===== src/socks_pkg.sv =====
// ----------------------------------------------------------------------------
// socks_pkg: shared types and codes of the SOCKS5 UDP header parser
// Result item layout, result kinds, drop reasons and queue sizing.
// ----------------------------------------------------------------------------
package socks_pkg;

  // Result kinds.
  localparam logic [2:0] K_ADDR    = 3'd0;
  localparam logic [2:0] K_PAYLOAD = 3'd1;
  localparam logic [2:0] K_HEADER  = 3'd2;
  localparam logic [2:0] K_ACCEPT  = 3'd3;
  localparam logic [2:0] K_DROP    = 3'd4;

  // Drop reasons.
  localparam logic [2:0] R_NONE     = 3'd0;
  localparam logic [2:0] R_FOREIGN  = 3'd1;
  localparam logic [2:0] R_RESERVED = 3'd2;
  localparam logic [2:0] R_TYPE     = 3'd3;
  localparam logic [2:0] R_TRUNC    = 3'd4;

  // Address type codes as reported in results.
  localparam logic [1:0] AT_IPV4   = 2'd0;
  localparam logic [1:0] AT_DOMAIN = 2'd1;
  localparam logic [1:0] AT_IPV6   = 2'd2;

  // Address type bytes on the wire.
  localparam logic [7:0] ATYP_IPV4   = 8'd1;
  localparam logic [7:0] ATYP_DOMAIN = 8'd3;
  localparam logic [7:0] ATYP_IPV6   = 8'd4;

  // Address lengths in bytes.
  localparam logic [7:0] IPV4_LEN = 8'd4;
  localparam logic [7:0] IPV6_LEN = 8'd16;

  // Result queue depth: room for two results per item plus slack.
  localparam int RES_DEPTH = 4;
  localparam int RES_PTR_W = $clog2(RES_DEPTH);
  localparam int RES_CNT_W = $clog2(RES_DEPTH + 1);

  // One result item.
  typedef struct packed {
    logic [2:0]  kind;
    logic [7:0]  out_byte;
    logic [1:0]  addr_type;
    logic [15:0] dest_port;
    logic [2:0]  drop_reason;
    logic        run_end;
  } result_t;

  // Results produced by one accepted item, handed to the result queue.
  typedef struct packed {
    logic [1:0] count;
    result_t    res0;
    result_t    res1;
  } push_t;

endpackage


===== src/socks_in_if.sv =====
// ----------------------------------------------------------------------------
// socks_in_if: input channel of the parser
// Carries one datagram byte with its framing flags and sender identity.
// ----------------------------------------------------------------------------
interface socks_in_if;
  logic        valid;
  logic        ready;
  logic [7:0]  data_byte;
  logic        first_byte;
  logic        last_byte;
  logic [31:0] sender_addr;
  logic [15:0] sender_port;

  modport source (
    output valid, data_byte, first_byte, last_byte, sender_addr, sender_port,
    input  ready
  );
  modport sink (
    input  valid, data_byte, first_byte, last_byte, sender_addr, sender_port,
    output ready
  );
endinterface


===== src/socks_out_if.sv =====
// ----------------------------------------------------------------------------
// socks_out_if: result channel of the parser
// Carries one result item: address, header, payload or end marker.
// ----------------------------------------------------------------------------
interface socks_out_if;
  logic        valid;
  logic        ready;
  logic [2:0]  kind;
  logic [7:0]  out_byte;
  logic [1:0]  addr_type;
  logic [15:0] dest_port;
  logic [2:0]  drop_reason;
  logic        run_end;

  modport source (
    output valid, kind, out_byte, addr_type, dest_port, drop_reason, run_end,
    input  ready
  );
  modport sink (
    input  valid, kind, out_byte, addr_type, dest_port, drop_reason, run_end,
    output ready
  );
endinterface


===== src/socks_parse_core.sv =====
// ----------------------------------------------------------------------------
// socks_parse_core: per-byte header parser state and result generation
// Holds the parse state and the bound client, and computes the results of
// each accepted byte in a single pass of combinational logic.
// ----------------------------------------------------------------------------
module socks_parse_core (
  input  logic               clk,
  input  logic               rst_n,
  input  logic               accept,
  input  logic [7:0]         data_byte,
  input  logic               first_byte,
  input  logic               last_byte,
  input  logic [31:0]        sender_addr,
  input  logic [15:0]        sender_port,
  output socks_pkg::push_t   push
);

  // Parse phases.
  localparam logic [3:0] PH_IDLE    = 4'd0;
  localparam logic [3:0] PH_RSV     = 4'd1;
  localparam logic [3:0] PH_ATYP    = 4'd2;
  localparam logic [3:0] PH_DLEN    = 4'd3;
  localparam logic [3:0] PH_ADDR    = 4'd4;
  localparam logic [3:0] PH_PORT_HI = 4'd5;
  localparam logic [3:0] PH_PORT_LO = 4'd6;
  localparam logic [3:0] PH_PAYLOAD = 4'd7;
  localparam logic [3:0] PH_DROP    = 4'd8;

  logic [3:0]  phase_r,   phase_nxt;
  logic [1:0]  hdr_off_r, hdr_off_nxt;
  logic [7:0]  addr_rem_r, addr_rem_nxt;
  logic [7:0]  port_hi_r, port_hi_nxt;
  logic [1:0]  atype_r,   atype_nxt;
  logic [2:0]  drop_r,    drop_nxt;
  logic        bound_r,   bound_nxt;
  logic [31:0] caddr_r,   caddr_nxt;
  logic [15:0] cport_r,   cport_nxt;

  socks_pkg::result_t trunc_item, byte_item, end_item;
  logic               has_trunc;
  logic               emit_byte;
  logic               emit_end;
  logic               skip;

  // Step logic: one byte in, up to two results out.
  always_comb begin
    phase_nxt    = phase_r;
    hdr_off_nxt  = hdr_off_r;
    addr_rem_nxt = addr_rem_r;
    port_hi_nxt  = port_hi_r;
    atype_nxt    = atype_r;
    drop_nxt     = drop_r;
    bound_nxt    = bound_r;
    caddr_nxt    = caddr_r;
    cport_nxt    = cport_r;
    trunc_item   = '0;
    byte_item    = '0;
    end_item     = '0;
    has_trunc    = 1'b0;
    emit_byte    = 1'b0;
    emit_end     = 1'b0;
    skip         = 1'b0;

    // Start of a datagram, closing any open one as truncated.
    if (first_byte) begin
      if (phase_r != PH_IDLE) begin
        trunc_item.kind        = socks_pkg::K_DROP;
        trunc_item.drop_reason = socks_pkg::R_TRUNC;
        has_trunc              = 1'b1;
      end
      hdr_off_nxt  = 2'd0;
      addr_rem_nxt = 8'd0;
      port_hi_nxt  = 8'd0;
      atype_nxt    = socks_pkg::AT_IPV4;
      drop_nxt     = socks_pkg::R_NONE;
      phase_nxt    = PH_RSV;
      if (!bound_r) begin
        bound_nxt = 1'b1;
        caddr_nxt = sender_addr;
        cport_nxt = sender_port;
      end else if (sender_addr != caddr_r || sender_port != cport_r) begin
        drop_nxt  = socks_pkg::R_FOREIGN;
        phase_nxt = PH_DROP;
      end
    end else if (phase_r == PH_IDLE) begin
      skip = 1'b1;
    end

    if (!skip) begin
      // Header field decode for the current phase.
      case (phase_nxt)
        PH_RSV: begin
          if (data_byte != 8'd0) begin
            drop_nxt  = socks_pkg::R_RESERVED;
            phase_nxt = PH_DROP;
          end else if (hdr_off_nxt == 2'd2) begin
            hdr_off_nxt = 2'd0;
            phase_nxt   = PH_ATYP;
          end else begin
            hdr_off_nxt = hdr_off_nxt + 2'd1;
          end
        end
        PH_ATYP: begin
          if (data_byte == socks_pkg::ATYP_IPV4) begin
            atype_nxt    = socks_pkg::AT_IPV4;
            addr_rem_nxt = socks_pkg::IPV4_LEN;
            phase_nxt    = PH_ADDR;
          end else if (data_byte == socks_pkg::ATYP_DOMAIN) begin
            atype_nxt = socks_pkg::AT_DOMAIN;
            phase_nxt = PH_DLEN;
          end else if (data_byte == socks_pkg::ATYP_IPV6) begin
            atype_nxt    = socks_pkg::AT_IPV6;
            addr_rem_nxt = socks_pkg::IPV6_LEN;
            phase_nxt    = PH_ADDR;
          end else begin
            drop_nxt  = socks_pkg::R_TYPE;
            phase_nxt = PH_DROP;
          end
        end
        PH_DLEN: begin
          addr_rem_nxt = data_byte;
          phase_nxt    = (data_byte == 8'd0) ? PH_PORT_HI : PH_ADDR;
        end
        PH_ADDR: begin
          byte_item.kind      = socks_pkg::K_ADDR;
          byte_item.out_byte  = data_byte;
          byte_item.addr_type = atype_nxt;
          emit_byte           = 1'b1;
          addr_rem_nxt        = addr_rem_nxt - 8'd1;
          if (addr_rem_nxt == 8'd0) begin
            phase_nxt = PH_PORT_HI;
          end
        end
        PH_PORT_HI: begin
          port_hi_nxt = data_byte;
          phase_nxt   = PH_PORT_LO;
        end
        PH_PORT_LO: begin
          byte_item.kind      = socks_pkg::K_HEADER;
          byte_item.addr_type = atype_nxt;
          byte_item.dest_port = {port_hi_nxt, data_byte};
          emit_byte           = 1'b1;
          phase_nxt           = PH_PAYLOAD;
        end
        PH_PAYLOAD: begin
          byte_item.kind      = socks_pkg::K_PAYLOAD;
          byte_item.out_byte  = data_byte;
          byte_item.addr_type = atype_nxt;
          emit_byte           = 1'b1;
        end
        default: begin
        end
      endcase

      // End of datagram: accepted or dropped.
      if (last_byte) begin
        emit_end = 1'b1;
        if (phase_nxt == PH_PAYLOAD) begin
          end_item.kind      = socks_pkg::K_ACCEPT;
          end_item.addr_type = atype_nxt;
        end else if (phase_nxt == PH_DROP) begin
          end_item.kind        = socks_pkg::K_DROP;
          end_item.drop_reason = drop_nxt;
        end else begin
          end_item.kind        = socks_pkg::K_DROP;
          end_item.drop_reason = socks_pkg::R_TRUNC;
        end
        phase_nxt = PH_IDLE;
      end
    end
  end

  // Pack results in order and mark the last one.
  always_comb begin
    push = '0;
    if (accept) begin
      if (has_trunc) begin
        push.res0  = trunc_item;
        push.count = 2'd1;
      end
      if (emit_byte) begin
        if (push.count == 2'd0) push.res0 = byte_item;
        else                    push.res1 = byte_item;
        push.count = push.count + 2'd1;
      end
      if (emit_end) begin
        if (push.count == 2'd0) push.res0 = end_item;
        else                    push.res1 = end_item;
        push.count = push.count + 2'd1;
      end
      if (push.count == 2'd1) push.res0.run_end = 1'b1;
      if (push.count == 2'd2) push.res1.run_end = 1'b1;
    end
  end

  // State registers.
  always_ff @(posedge clk) begin
    if (!rst_n) begin
      phase_r    <= PH_IDLE;
      hdr_off_r  <= 2'd0;
      addr_rem_r <= 8'd0;
      port_hi_r  <= 8'd0;
      atype_r    <= socks_pkg::AT_IPV4;
      drop_r     <= socks_pkg::R_NONE;
      bound_r    <= 1'b0;
      caddr_r    <= 32'd0;
      cport_r    <= 16'd0;
    end else if (accept) begin
      phase_r    <= phase_nxt;
      hdr_off_r  <= hdr_off_nxt;
      addr_rem_r <= addr_rem_nxt;
      port_hi_r  <= port_hi_nxt;
      atype_r    <= atype_nxt;
      drop_r     <= drop_nxt;
      bound_r    <= bound_nxt;
      caddr_r    <= caddr_nxt;
      cport_r    <= cport_nxt;
    end
  end

endmodule


===== src/socks_res_fifo.sv =====
// ----------------------------------------------------------------------------
// socks_res_fifo: result queue between the parser and the result channel
// Takes up to two results per cycle and delivers one per cycle in order while head_ready is high.
// ----------------------------------------------------------------------------
module socks_res_fifo (
  input  logic               clk,
  input  logic               rst_n,
  input  socks_pkg::push_t   push,
  output logic               room,
  output logic               head_valid,
  output socks_pkg::result_t head,
  input  logic               head_ready
);

  localparam int PtrW = socks_pkg::RES_PTR_W;
  localparam int CntW = socks_pkg::RES_CNT_W;

  socks_pkg::result_t mem_r [socks_pkg::RES_DEPTH];
  logic [PtrW-1:0] wr_ptr_r, wr_ptr_nxt;
  logic [PtrW-1:0] rd_ptr_r, rd_ptr_nxt;
  logic [CntW-1:0] count_r,  count_nxt;
  logic            pop;

  // Queue status and head of line.
  assign room       = (count_r <= CntW'(socks_pkg::RES_DEPTH - 2));
  assign head_valid = (count_r != '0);
  assign head       = mem_r[rd_ptr_r];
  assign pop        = head_valid && head_ready;

  // Pointer and fill arithmetic.
  always_comb begin
    wr_ptr_nxt = wr_ptr_r + PtrW'(push.count);
    rd_ptr_nxt = rd_ptr_r + PtrW'(pop);
    count_nxt  = count_r + CntW'(push.count) - CntW'(pop);
  end

  // Storage writes, one or two entries per item.
  always_ff @(posedge clk) begin
    if (push.count != 2'd0) begin
      mem_r[wr_ptr_r] <= push.res0;
    end
    if (push.count == 2'd2) begin
      mem_r[wr_ptr_r + PtrW'(1)] <= push.res1;
    end
  end

  // Control registers.
  always_ff @(posedge clk) begin
    if (!rst_n) begin
      wr_ptr_r <= '0;
      rd_ptr_r <= '0;
      count_r  <= '0;
    end else begin
      wr_ptr_r <= wr_ptr_nxt;
      rd_ptr_r <= rd_ptr_nxt;
      count_r  <= count_nxt;
    end
  end

endmodule


===== src/socks5_udp_header_parser.sv =====
// The results of an accepted byte appear on the result channel in the cycle
// after acceptance when the result queue is empty.
// Throughput: one byte per cycle; a byte that causes two results yields them
// one by one, and input stalls while the four-entry result queue has
// fewer than two free entries. Reset (synchronous, active low) returns the
// parser to idle, unbinds the client and empties the queue.
// ----------------------------------------------------------------------------
// socks5_udp_header_parser: SOCKS5 UDP relay header parser
// Binds the first sender, checks and decodes the header byte by byte and
// emits address, header, payload and end-of-datagram result items.
// ----------------------------------------------------------------------------
module socks5_udp_header_parser (
  input  logic        clk,
  input  logic        rst_n,
  socks_in_if.sink    in_ch,
  socks_out_if.source out_ch
);

  socks_pkg::push_t   push;
  socks_pkg::result_t head;
  logic               room;
  logic               head_valid;
  logic               in_accept;

  // Input handshake.
  assign in_ch.ready = room;
  assign in_accept   = in_ch.valid && room;

  socks_parse_core u_core (
    .clk         (clk),
    .rst_n       (rst_n),
    .accept      (in_accept),
    .data_byte   (in_ch.data_byte),
    .first_byte  (in_ch.first_byte),
    .last_byte   (in_ch.last_byte),
    .sender_addr (in_ch.sender_addr),
    .sender_port (in_ch.sender_port),
    .push        (push)
  );

  socks_res_fifo u_fifo (
    .clk        (clk),
    .rst_n      (rst_n),
    .push       (push),
    .room       (room),
    .head_valid (head_valid),
    .head       (head),
    .head_ready (out_ch.ready)
  );

  // Result channel.
  assign out_ch.valid       = head_valid;
  assign out_ch.kind        = head.kind;
  assign out_ch.out_byte    = head.out_byte;
  assign out_ch.addr_type   = head.addr_type;
  assign out_ch.dest_port   = head.dest_port;
  assign out_ch.drop_reason = head.drop_reason;
  assign out_ch.run_end     = head.run_end;

endmodule


===== src/flat_wrapper.sv =====
// flat-port wrapper written by rule: the top's interface ports become plain ports
module socks5_udp_header_parser_flat 
  (clk, rst_n, in_ch_valid, in_ch_data_byte, in_ch_first_byte, in_ch_last_byte, in_ch_sender_addr, in_ch_sender_port, in_ch_ready, out_ch_valid, out_ch_kind, out_ch_out_byte, out_ch_addr_type, out_ch_dest_port, out_ch_drop_reason, out_ch_run_end, out_ch_ready);
  socks_in_if in_ch_i ();
  socks_out_if out_ch_i ();
  input  logic clk;
  input  logic rst_n;
  input wire logic [$bits(in_ch_i.valid)-1:0] in_ch_valid;
  input wire logic [$bits(in_ch_i.data_byte)-1:0] in_ch_data_byte;
  input wire logic [$bits(in_ch_i.first_byte)-1:0] in_ch_first_byte;
  input wire logic [$bits(in_ch_i.last_byte)-1:0] in_ch_last_byte;
  input wire logic [$bits(in_ch_i.sender_addr)-1:0] in_ch_sender_addr;
  input wire logic [$bits(in_ch_i.sender_port)-1:0] in_ch_sender_port;
  output wire logic [$bits(in_ch_i.ready)-1:0] in_ch_ready;
  output wire logic [$bits(out_ch_i.valid)-1:0] out_ch_valid;
  output wire logic [$bits(out_ch_i.kind)-1:0] out_ch_kind;
  output wire logic [$bits(out_ch_i.out_byte)-1:0] out_ch_out_byte;
  output wire logic [$bits(out_ch_i.addr_type)-1:0] out_ch_addr_type;
  output wire logic [$bits(out_ch_i.dest_port)-1:0] out_ch_dest_port;
  output wire logic [$bits(out_ch_i.drop_reason)-1:0] out_ch_drop_reason;
  output wire logic [$bits(out_ch_i.run_end)-1:0] out_ch_run_end;
  input wire logic [$bits(out_ch_i.ready)-1:0] out_ch_ready;
  assign in_ch_i.valid = in_ch_valid;
  assign in_ch_i.data_byte = in_ch_data_byte;
  assign in_ch_i.first_byte = in_ch_first_byte;
  assign in_ch_i.last_byte = in_ch_last_byte;
  assign in_ch_i.sender_addr = in_ch_sender_addr;
  assign in_ch_i.sender_port = in_ch_sender_port;
  assign in_ch_ready = in_ch_i.ready;
  assign out_ch_valid = out_ch_i.valid;
  assign out_ch_kind = out_ch_i.kind;
  assign out_ch_out_byte = out_ch_i.out_byte;
  assign out_ch_addr_type = out_ch_i.addr_type;
  assign out_ch_dest_port = out_ch_i.dest_port;
  assign out_ch_drop_reason = out_ch_i.drop_reason;
  assign out_ch_run_end = out_ch_i.run_end;
  assign out_ch_i.ready = out_ch_ready;
  socks5_udp_header_parser u_core (.clk(clk), .rst_n(rst_n), .in_ch(in_ch_i), .out_ch(out_ch_i));
endmodule

===== config.mk =====
export PLATFORM = sky130hd
export DESIGN_NAME = socks5_udp_header_parser_flat
export DESIGN_NICKNAME = d
export VERILOG_FILES = /design/src/socks_pkg.sv /design/src/socks_in_if.sv /design/src/socks_out_if.sv /design/src/socks_parse_core.sv /design/src/socks_res_fifo.sv /design/src/socks5_udp_header_parser.sv /design/src/flat_wrapper.sv
export SDC_FILE = /design/constraint.sdc
export NUM_CORES = 1
export LEC_CHECK = 0
export BUFFER_PORTS_ARGS = -buffer_cell sky130_fd_sc_hd__buf_2
export CAP_MARGIN = 20
export CORE_MARGIN = 2
export CORE_UTILIZATION = 60
export CTS_CLUSTER_SIZE = 20
export DETAILED_ROUTE_END_ITERATION = 10
export PLACE_DENSITY = 0.8
export REMOVE_ABC_BUFFERS = 1
export SKIP_CTS_REPAIR_TIMING = 1
export SYNTH_ARGS = -nofsm -noshare
export SYNTH_HDL_FRONTEND = slang
export SYNTH_SLANG_ARGS = --single-unit

===== constraint.sdc =====
create_clock -name clk -period 5.4 [get_ports clk]
set_input_delay 0.81 -clock clk [delete_from_list [all_inputs] [get_ports clk]]
set_output_delay 0.81 -clock clk [all_outputs]
set_load 0.01 [all_outputs]

==> impl_metrics.ini <==
[run_status]
status = finished clean

[placement]
dp_slack_ns = 1.10
numPortBuffers = 96
postPlaceCellArea_um2 = 11400
place_hpwl_mm = 15.1
place.gp.congestion = 0.898

[floorplan]
die_w_um = 138
start_util_pct = 60.5
num_rows = 49
die_area_um2 = 19100
die_h_um = 138
core_um2 = 17800
num_io_pins = 97

[critical_path]
critPathBufInv = 2
cp_slowest_cell = nor3b_1
worstPathArrival_ns = 4.11
path_cells = nor3b_1, o21ai_0, ha_1, nor2b_1, mux2i_2, nor3_4, inv_1, nand2_1, buf_4
cp-start-kind = flop
crit_fanout = 33
cp.required_ns = 5.56
critPathKind = flop to flop
worstSetupEndpointType = flop
cp_top_family = simple AND/OR/NAND/NOR gates
cpPeakStageDelay_ns = 0.63

[routing]
drt-total-wl_mm = 23.2
vias_per_cell = 5.82
wl_per_cell_um = 17.6
dr.first_iter.drc_count = 523
vias = 7677
drtAntennaViolNets = 0
first_pass_iters = 5
drc = 0

[sta]
hold_viol_final = 0
rsz0062_at_grt = false
setup_ws_ns = 1.44
setup_tns_ns = 0
min_period_ns = 3.96
max_freq_mhz = 253
setup_viol = 0
slew_viol_final = 0
worst_slew_pin_slew_ns = 1.02
fin_crit_sh_pct = 73.3
fin_worst_skew_ns = 0.0106
slew_headroom_pct = 31.6

[clock_tree]
cts.htree.levels = 1
tritoncts = done
clk_latency_ns = 0.51
cts_inserted_buffers = 23
clock-root-buffer = clkbuf_16
clkTransAtPathRegs_ns = 0.06
cts.sinks = 215
clock_path_buffers = 3

[power_and_ir_drop]
clkPwrFrac_pct = 35.4
p_seq_share_pct = 44.5
vdd_drop_max_uv = 296
swShare_pct = 27.2
p_comb_share_pct = 20.1
pwr_density_cell_nw_per_um2 = 345
p_switching_uw = 1140
cellInternalPower_uw = 3060
leakage_uw = 0.00454
power.total_uw = 4200

[grt]
grt_first_pass_wirelength_mm = 38.3
antenna_found_initial = 0
grt_usage_pct = 24.2
grt_overflow = 0
grt_max_degree = 78
grt_pass1_vias = 7574

[yosys]
async_flop_share_pct = 0
synth_top_area_cell = edfxtp_1
synth_fa_ha_area_share_pct = 1.34
synth_warnings = 0
synth_compound_area_share_pct = 10.6
synth.distinct_cells = 68
syn_area_per_cell_um2 = 10.8
synth_top_area_share_pct = 36.7
yosys-top-cells-area = edfxtp_1, dfxtp_1, mux4_2
synth_top_family_by_area = simple AND/OR/NAND/NOR gates
ys_ff_latch = 215
yosys.area_share.simple_pct = 19.7
synth-xor-area-share_pct = 4.95
synth_mux_area_share_pct = 8.45
netlist_area_um2 = 10800
synth_flop_cell = edfxtp_1
ys_seq_area_share_pct = 52.1
synth_edf_count = 132
synthCells = 998

[cells_and_area]
ff_latch_area_um2 = 5630
final_area_um2 = 12200
syn_to_final_growth_pct = 12.8
drive_above_1_share_pct = 18.5
layout_commonest_cell = nand2_1
antenna_cells = 0
fill_cells = 1309
fin_util_pct = 68.3
final_cell_mix = nand2_1, edfxtp_1, and2_1, buf_2, dfxtp_1
multi_input_area_um2 = 4880
fin_nets = 1145

[job]
max_cap_viol_count = 0

[worst_hold_path]
hold_class = flop to flop
-- per-stage QoR --
step / hold WS [ns] / std cells
2_1_floorplan: 0.412 / 935
3_3_place_gp: 0.422 / 1275
3_5_place_dp: 0.438 / 1275
4_1_cts: 0.446 / 1317
5_1_grt: 0.461 / 1318
6_report: 0.444 / 1318
-- Yosys cell counts, types with 3 or more instances --
library cell / number
and3_1: 4
or3_1: 9
o31ai_1: 4
xor2_1: 53
edfxtp_1: 132
a31oi_1: 5
mux2_2: 4
o21ai_0: 33
dfxtp_1: 83
buf_2: 7
ha_1: 10
nor4_1: 16
clkbuf_1: 47
or2_2: 5
inv_1: 15
a22oi_1: 15
nor2_1: 55
a21o_1: 5
mux4_2: 33
mux2i_1: 11
nand3_1: 8
a21oi_1: 17
xnor2_1: 8
buf_1: 8
nand2_1: 150
nor2b_1: 16
and2_1: 98
a211o_1: 3
nor3_1: 22
nand4_1: 11
a21boi_0: 54
nand2b_1: 11
-- tightest hold or removal path, delay by kind of cell (launching register included) --
family / cells / cell delay (ns)
flip-flops: 1 / 0.31
AND/OR/NAND/NOR: 1 / 0.06
AO/OA/AOI/OAI: 1 / 0.03
-- registers in the layout (all words and copies together) (netlist names) --
name	count
u_core.u_core.hdr_off_r	2
u_core.u_core.drop_r	3
u_core.u_core.cport_r	16
u_core.u_fifo.rd_ptr_r	2
u_core.u_fifo.mem_r	132
u_core.u_core.port_hi_r	8
u_core.u_core.caddr_r	32
u_core.u_core.addr_rem_r	8
u_core.u_core.atype_r	2
u_core.u_core.bound_r	1
u_core.u_fifo.wr_ptr_r	2
u_core.u_core.phase_r	4
u_core.u_fifo.count_r	3
-- cell families after synthesis --
logic type                 after synthesis
and+or+nand+nor                        418
DFF                                    215
AOI/OAI and AO/OA                      164
buffers and inverters                   80
xor gates and xnor gates                61
muxes                                   49
adders and majority gates               11
-- power by group through the flow --
| stage | clock network, uW | registers, uW | logic (uW) |
|---|---|---|---|
| 6_report | 1490 | 1870 | 845 |
| 5_1_grt | 1570 | 1870 | 932 |
| 4_1_cts | 1510 | 1870 | 850 |
| 3_5_place_dp | 0 | 1900 | 846 |
| 3_3_place_gp | 0 | 1900 | 832 |
| 2_1_floorplan | 0 | 1940 | 514 |
-- per-layer routing --
| layer | track usage [%] | vias up | share of wire [%] |
|---|---|---|---|
| met2 | 40.2 | 256 | 48 |
| met4 | 7.20 | 0 | 2.4 |
| met1 | 33.0 | 3672 | 43 |
| li1 | - | 3703 | - |
| met5 | 0 | - | 0 |
| met3 | 4.36 | 46 | 6.6 |
-- cell type report --
type,count,share of cell area [%]
clock buffer,31,5.05
inverter,17,0.524
sequential,215,46.2
timing repair buffer,112,5.10
multi-input combinational,703,40.0
tap,229,2.35
clock inverter,11,0.740
-- worst paths after layout --
| check | startpoint | to | slack, ns | cells past startpoint |
|---|---|---|---|---|
| max reg2reg | u_core.u_core.phase_r[2] | u_core.u_fifo.mem_r[2][16] | 1.44 | 9 |
| min | u_core.u_core.drop_r[2] | u_core.u_core.drop_r[2] | 0.44 | 2 |
| min reg2reg | u_core.u_core.drop_r[2] | u_core.u_core.drop_r[2] | 0.44 | 2 |
| max | u_core.u_core.phase_r[2] | u_core.u_fifo.mem_r[2][16] | 1.44 | 9 |
(Power assumes the default switching activity.)
